$ cat src/sv/swrd_pkg.sv
// Package for the SYN rate window detector: beat types, register indexes,
// controller state and the command/status groups between controller and datapath.
// No dependencies.
`timescale 1ns / 1ps

package swrd_pkg;

   localparam int ADDR_W     = 32;
   localparam int NOW_W      = 32;
   localparam int RECENT_W   = 5;
   localparam int WINDOW_W   = 8;
   localparam int THRESH_W   = 5;
   localparam int CSR_DATA_W = 8;

   localparam logic [WINDOW_W-1:0] WINDOW_RESET = 8'd5;
   localparam logic [THRESH_W-1:0] THRESH_RESET = 5'd10;

   typedef enum logic [0:0] {
      CSR_WINDOW_SECONDS,
      CSR_ALERT_THRESHOLD
   } csr_index_type;

   typedef struct packed {
      logic [ADDR_W-1:0] source_address;
      logic [NOW_W-1:0]  now_seconds;
   } req_item_type;

   typedef struct packed {
      logic                alert;
      logic                dropped;
      logic [RECENT_W-1:0] recent_count;
   } rsp_item_type;

   typedef enum logic [2:0] {
      ST_IDLE,
      ST_SEARCH,
      ST_CNT_WAIT,
      ST_SWEEP,
      ST_SHIFT,
      ST_APPEND
   } ctl_state_type;

   typedef struct packed {
      logic load;
      logic scan;
      logic take_hit;
      logic load_count;
      logic claim;
      logic sweep;
      logic keep_all;
      logic shift_setup;
      logic append;
      logic drop;
   } ctl_cmd_type;

   typedef struct packed {
      logic hit;
      logic scan_end;
      logic table_full;
      logic sweep_end;
      logic hist_full;
   } ctl_status_type;

endpackage

$ cat src/sv/swrd_ctrl.sv
// Controller state machine of the SYN rate window detector.
// Depends on swrd_pkg; drives the datapath through ctl_cmd_type.
`timescale 1ns / 1ps

module swrd_ctrl (
   input  logic                    clock,
   input  logic                    reset,
   input  logic                    start,
   input  swrd_pkg::ctl_status_type status,
   output swrd_pkg::ctl_cmd_type   cmd,
   output logic                    busy
);
   import swrd_pkg::*;

   ctl_state_type state_ff;
   ctl_state_type state_in;

   always_ff @(posedge clock) begin
      if (reset) begin
         state_ff <= ST_IDLE;
      end else begin
         state_ff <= state_in;
      end
   end

   always_comb begin
      state_in = state_ff;
      cmd      = '0;
      busy     = (state_ff != ST_IDLE);
      unique case (state_ff)
         ST_IDLE: begin
            if (start) begin
               cmd.load = 1'b1;
               state_in = ST_SEARCH;
            end
         end
         ST_SEARCH: begin
            priority if (status.hit) begin
               cmd.take_hit = 1'b1;
               state_in     = ST_CNT_WAIT;
            end else if (status.scan_end) begin
               if (status.table_full) begin
                  cmd.drop = 1'b1;
                  state_in = ST_IDLE;
               end else begin
                  // A new entry starts with an empty history.
                  cmd.claim = 1'b1;
                  state_in  = ST_APPEND;
               end
            end else begin
               cmd.scan = 1'b1;
            end
         end
         ST_CNT_WAIT: begin
            cmd.load_count = 1'b1;
            state_in       = ST_SWEEP;
         end
         ST_SWEEP: begin
            if (status.sweep_end) begin
               if (status.hist_full) begin
                  cmd.shift_setup = 1'b1;
                  state_in        = ST_SHIFT;
               end else begin
                  state_in = ST_APPEND;
               end
            end else begin
               cmd.sweep = 1'b1;
            end
         end
         ST_SHIFT: begin
            if (status.sweep_end) begin
               state_in = ST_APPEND;
            end else begin
               cmd.sweep    = 1'b1;
               cmd.keep_all = 1'b1;
            end
         end
         ST_APPEND: begin
            cmd.append = 1'b1;
            state_in   = ST_IDLE;
         end
         default: begin
            state_in = ST_IDLE;
         end
      endcase
   end

endmodule

$ cat config.mk
export PLATFORM = sky130hd
export DESIGN_NAME = swrd_ctrl
export DESIGN_NICKNAME = d
export VERILOG_FILES = /design/src/sv/swrd_pkg.sv /design/src/sv/swrd_ctrl.sv
export SDC_FILE = /design/constraint.sdc
export NUM_CORES = 1
export LEC_CHECK = 0
export ABC_AREA = 1
export ABC_CLOCK_PERIOD_IN_PS = 3100
export BUFFER_PORTS_ARGS = -buffer_cell sky130_fd_sc_hd__buf_2
export CAP_MARGIN = 20
export CORE_AREA = 2 2 39 41
export CTS_CLUSTER_DIAMETER = 80
export DETAILED_ROUTE_END_ITERATION = 10
export DIE_AREA = 0 0 41 43
export SYNTH_ARGS = -nofsm -noshare
export SYNTH_HDL_FRONTEND = slang
export SYNTH_SLANG_ARGS = --single-unit
$ cat constraint.sdc
create_clock -name clock -period 3.1 [get_ports clock]
set_clock_uncertainty 0.05 [all_clocks]
set_input_delay 0.465 -clock clock [delete_from_list [all_inputs] [get_ports clock]]
set_output_delay 0.465 -clock clock [all_outputs]
set_load 0.05 [all_outputs]
# == Yosys cells after proc, flatten, opt, wreduce, memory -nomap -nowiden ==
# Cells that the tools add are included.
# totals
reg_bits,3
elab_cells,44
# classes
n_eq_ne,9
muxes,31
reduce_logical,3
# ops
op,count
1-bit 2-to-1 mux,21
3-bit 2-to-1 mux,6
3-bit one-hot mux with 5 select lines,1
"3-bit by 2-bit == test with 1-bit output, second input constant",2
"3-bit == test, second input constant",2
"2-bit != test, second input constant",3
2-bit 2-to-1 mux,2
4-bit AND reduction,1
"3-bit by 1-bit == test with 1-bit output, second input constant",1
3-bit zero test,1
"3-bit != test, second input constant",1
3-bit nonzero test,1
1-bit one-hot mux with 2 select lines,1

# == Longest topological paths before layout ==
# depth
ltp_word,4
ltp_mapped,8
mapped_depth_nobuf,7

# == Least setup slack after synthesis ==
# OpenSTA, ideal clock, no wires.
# synth_path
path_kind,register to output
startpoint,register state_ff[1]
endpoint,output cmd[9] (netlist bit)
t_arrival_ns,1.602
required_ns,2.585
path_slack_ns,0.983
path_stages_with_launch,5
n_path_buf,1
cell_sequence,dfxtp_1 -> buf_6 -> nor2_4 -> nand2_1 -> nor2_1
# synth_rtl
element,line_no,text
start: declaration,swrd_ctrl.sv:15,ctl_state_type state_ff;
start signal: assignment,swrd_ctrl.sv:22,state_ff <= state_in;
end: declaration,swrd_ctrl.sv:10,"output swrd_pkg::ctl_cmd_type cmd,"

==> impl_metrics.xml <==
<?xml version="1.0" encoding="UTF-8"?>
<metrics>
  <group name="clocking">
    <metric name="tritoncts" unit="">yes</metric>
    <metric name="cts_hold_repair.buffers" unit="">0</metric>
    <metric name="clk_latency" unit="ns">0.23</metric>
    <metric name="cts_htree_levels" unit="">1</metric>
    <metric name="clock_transition_at_path_regs" unit="ns">0.04</metric>
    <metric name="clkSinkCount" unit="">3</metric>
    <metric name="clock_path_buffers" unit="">2</metric>
    <metric name="postCtsSetupRepairBufs" unit="">0</metric>
    <metric name="tritoncts.num_buffers" unit="">3</metric>
    <metric name="post_cts_resize_count" unit="">0</metric>
    <metric name="clock_tree.root_cell" unit="">sky130_fd_sc_hd__clkbuf_4</metric>
  </group>
  <group name="yosys">
    <metric name="yosys.cell_types.count" unit="">17</metric>
    <metric name="synth.cell_area" unit="um^2">312</metric>
    <metric name="syn-instance-count" unit="">54</metric>
    <metric name="yosys_warn_count" unit="">0</metric>
    <metric name="post_synth.cell_area_avg" unit="um^2">5.77</metric>
    <metric name="synth.yosys.seq_area_share" unit="">0.193</metric>
    <metric name="synth-seq-cells" unit="">3</metric>
    <metric name="syn-num-nets" unit="">62</metric>
  </group>
  <group name="worst_setup_path">
    <metric name="crit_path_start_kind" unit="">flip-flop</metric>
    <metric name="critical_path_peak_fanout" unit="">8</metric>
    <metric name="end_kind" unit="">primary output</metric>
    <metric name="critPathKind" unit="">reg2out</metric>
    <metric name="r2r-start" unit="">state_ff[1]$_SDFFE_PP0P_</metric>
    <metric name="reg_to_reg_end" unit="">state_ff[1]$_SDFFE_PP0P_</metric>
    <metric name="required" unit="ns">2.58</metric>
    <metric name="reg2reg_depth" unit="">6</metric>
    <metric name="rrSetupSlack" unit="ns">1.88</metric>
    <metric name="worstPathArrival" unit="ns">1.40</metric>
  </group>
  <group name="sta">
    <metric name="final.period_utilization" unit="">0.617</metric>
    <metric name="timing.slew.headroom" unit="">0.765</metric>
    <metric name="fin_crit" unit="ns">1.91</metric>
    <metric name="rsz_0062_raised_after_global_routing" unit="">false</metric>
    <metric name="finalMaxSlewViolations" unit="">0</metric>
    <metric name="final.setup.tns" unit="ns">0</metric>
    <metric name="number_of_hold_violations_in_the_final_report" unit="">0</metric>
    <metric name="achievable_clock_frequency" unit="MHz">523</metric>
    <metric name="report.final.setup_viol" unit="">0</metric>
    <metric name="tightest_slew" unit="ns">0.353</metric>
  </group>
  <group name="die">
    <metric name="die_span_in_y" unit="um">43</metric>
    <metric name="row_count" unit="">14</metric>
    <metric name="die_area" unit="mm^2">0.00176</metric>
    <metric name="die-width" unit="um">41</metric>
    <metric name="floorplan.initialDensity" unit="">0.225</metric>
    <metric name="core_box_area" unit="mm^2">0.00138</metric>
    <metric name="top_level_ports" unit="">19</metric>
  </group>
  <group name="global_routing">
    <metric name="maximum_number_of_pins_on_one_net_before_global_route_repair" unit="">10</metric>
    <metric name="antenna_found_initial" unit="">0</metric>
    <metric name="first_pass_grt_wire_length" unit="mm">1.13</metric>
    <metric name="grt_usage" unit="">0.0972</metric>
    <metric name="vias_in_the_first_global_route" unit="">296</metric>
    <metric name="globalRoute.totalOverflow" unit="">0</metric>
  </group>
  <group name="power_and_ir_drop">
    <metric name="power.clock.fraction" unit="">0.272</metric>
    <metric name="power.switching" unit="uW">119</metric>
    <metric name="power-per-cell-area" unit="mW/mm^2">575</metric>
    <metric name="internal-power" unit="uW">126</metric>
    <metric name="power_switching_share" unit="">0.486</metric>
    <metric name="power_frac_comb" unit="">0.492</metric>
    <metric name="ir_drop" unit="mV">0.159</metric>
    <metric name="seq_power_share" unit="">0.236</metric>
    <metric name="leakage_power_summed_over_all_cells" unit="nW">0.272</metric>
  </group>
  <group name="cells_and_area">
    <metric name="synthToLayoutAreaGrowth" unit="%">36.5</metric>
    <metric name="biggestRegsByFlops" unit="">state_ff: 3 flops</metric>
    <metric name="antennaDiodeCount" unit="">0</metric>
    <metric name="fillers" unit="">160</metric>
    <metric name="area_occupied_by_multi_input_gates" unit="um^2">181</metric>
    <metric name="register_area" unit="um^2">60.1</metric>
    <metric name="postLayoutCoreUtil" unit="">0.307</metric>
    <metric name="registers.top_by_ff_count" unit="">state_ff</metric>
    <metric name="drive_gt1_frac" unit="">0.365</metric>
    <metric name="num-nets-final" unit="">83</metric>
    <metric name="most-common-layout-cells" unit="">18 x sky130_fd_sc_hd__buf_2, 10 x sky130_fd_sc_hd__nor2_1, 9 x sky130_fd_sc_hd__inv_1</metric>
    <metric name="largest_register_ff_count" unit="">3</metric>
    <metric name="final_common_cell" unit="">sky130_fd_sc_hd__buf_2</metric>
  </group>
  <group name="routing">
    <metric name="detailedRoute.firstIterationViolations" unit="">23</metric>
    <metric name="antenna_left" unit="">0</metric>
    <metric name="drt_wl_total" unit="um">719</metric>
    <metric name="wire_per_inst" unit="um">7.99</metric>
    <metric name="detail_route.drc_violations" unit="">0</metric>
    <metric name="first_pass_iters" unit="">6</metric>
    <metric name="viasPerCell" unit="">4.22</metric>
    <metric name="num_vias" unit="">380</metric>
  </group>
  <group name="placed_design">
    <metric name="dp.final_hpwl" unit="um">596</metric>
    <metric name="placement.io_buffers" unit="">18</metric>
    <metric name="globalplace.congestion" unit="">0.727</metric>
  </group>
  <group name="status">
    <metric name="outcome" unit="">finished clean</metric>
  </group>
  <group name="hold_path">
    <metric name="min_path_type" unit="">in2reg</metric>
    <metric name="worst_hold_startpoint" unit="">reset</metric>
    <metric name="hold-path-cell-count" unit="">2</metric>
    <metric name="hold_path_end" unit="">state_ff[2]$_SDFFE_PP0P_</metric>
  </group>
  <group name="flow_run">
    <metric name="max_cap_viol_count" unit="">0</metric>
  </group>
</metrics>
-- how the worst max path moves through the flow --
stage | start | to | cells after the start
after floorplan | state_ff[1]$_SDFFE_PP0P_ | cmd[9] | 4
after global placement | status[4] | cmd[5] | 5
after detailed placement | status[4] | cmd[5] | 5
after CTS | state_ff[0]$_SDFFE_PP0P_ | cmd[5] | 5
after global routing | state_ff[0]$_SDFFE_PP0P_ | cmd[5] | 5
final | state_ff[0]$_SDFFE_PP0P_ | cmd[5] | 5
-- power groups by stage --
| stage | Sequential (mW) | Clock, mW | Combinational [mW] |
|---|---|---|---|
| 6_report | 0.0577 | 0.0665 | 0.120 |
| 5_1_grt | 0.0588 | 0.0757 | 0.130 |
| 4_1_cts | 0.0576 | 0.0701 | 0.121 |
| 3_5_place_dp | 0.0583 | 0 | 0.121 |
| 3_3_place_gp | 0.0580 | 0 | 0.120 |
| 2_1_floorplan | 0.0478 | 0 | 0.114 |
-- worst max-delay path: stages, from the launching register on --
cell	delay, ns
sky130_fd_sc_hd__dfxtp_1	0.51
sky130_fd_sc_hd__inv_2	0.08
sky130_fd_sc_hd__nor2_1	0.09
sky130_fd_sc_hd__nand3_1	0.12
sky130_fd_sc_hd__nor2_1	0.11
sky130_fd_sc_hd__buf_2	0.26
-- synthesized netlist by cell type --
library cell / number / area (um^2)
sky130_fd_sc_hd__a21oi_1: 2 / 10.0
sky130_fd_sc_hd__buf_6: 2 / 22.5
sky130_fd_sc_hd__dfxtp_1: 3 / 60.1
sky130_fd_sc_hd__inv_1: 9 / 33.8
sky130_fd_sc_hd__inv_2: 2 / 7.51
sky130_fd_sc_hd__inv_4: 1 / 6.26
sky130_fd_sc_hd__nand2_1: 7 / 26.3
sky130_fd_sc_hd__nand3_1: 7 / 35.0
sky130_fd_sc_hd__nand3_2: 1 / 10.0
sky130_fd_sc_hd__nand4_1: 1 / 6.26
sky130_fd_sc_hd__nor2_1: 10 / 37.5
sky130_fd_sc_hd__nor2_2: 1 / 6.26
sky130_fd_sc_hd__nor2_4: 1 / 11.3
sky130_fd_sc_hd__nor3_1: 3 / 15.0
sky130_fd_sc_hd__o21ai_0: 2 / 10.0
sky130_fd_sc_hd__o21bai_1: 1 / 7.51
sky130_fd_sc_hd__or2_1: 1 / 6.26
-- per-layer routing --
metal	share of wire	vias to the layer above	track usage
li1	-	208	-
met1	0.47	155	0.131
met2	0.45	15	0.119
met3	0.071	2	0.0314
met4	0.011	0	0.0800
met5	0	-	0
-- through the flow --
stage	hold WS [ns]	cell area (um^2)	total power, mW	std cells	setup WS (ns)
floorplan	0.484	312	0.162	54	0.983
global route	0.374	425	0.265	90	1.08
detailed placement	0.531	399	0.179	86	1.42
global placement	0.547	399	0.178	86	1.44
CTS	0.365	425	0.249	90	1.19
finish	0.375	425	0.244	90	1.19
-- final cells by class --
type	instances	area share
multi-input combinational	37	0.426
timing repair buffer	18	0.212
sequential	3	0.141
inverter	12	0.112
clock buffer	4	0.0618
tap	16	0.0471
-- kinds of logic after synthesis --
group | Yosys count | synth area share
buffers and inverters | 14 | 0.225
DFF | 3 | 0.193
and+or+nand+nor | 32 | 0.494
AOI/OAI and AO/OA | 5 | 0.0884
Note: power is estimated with default switching activity, not from simulation.
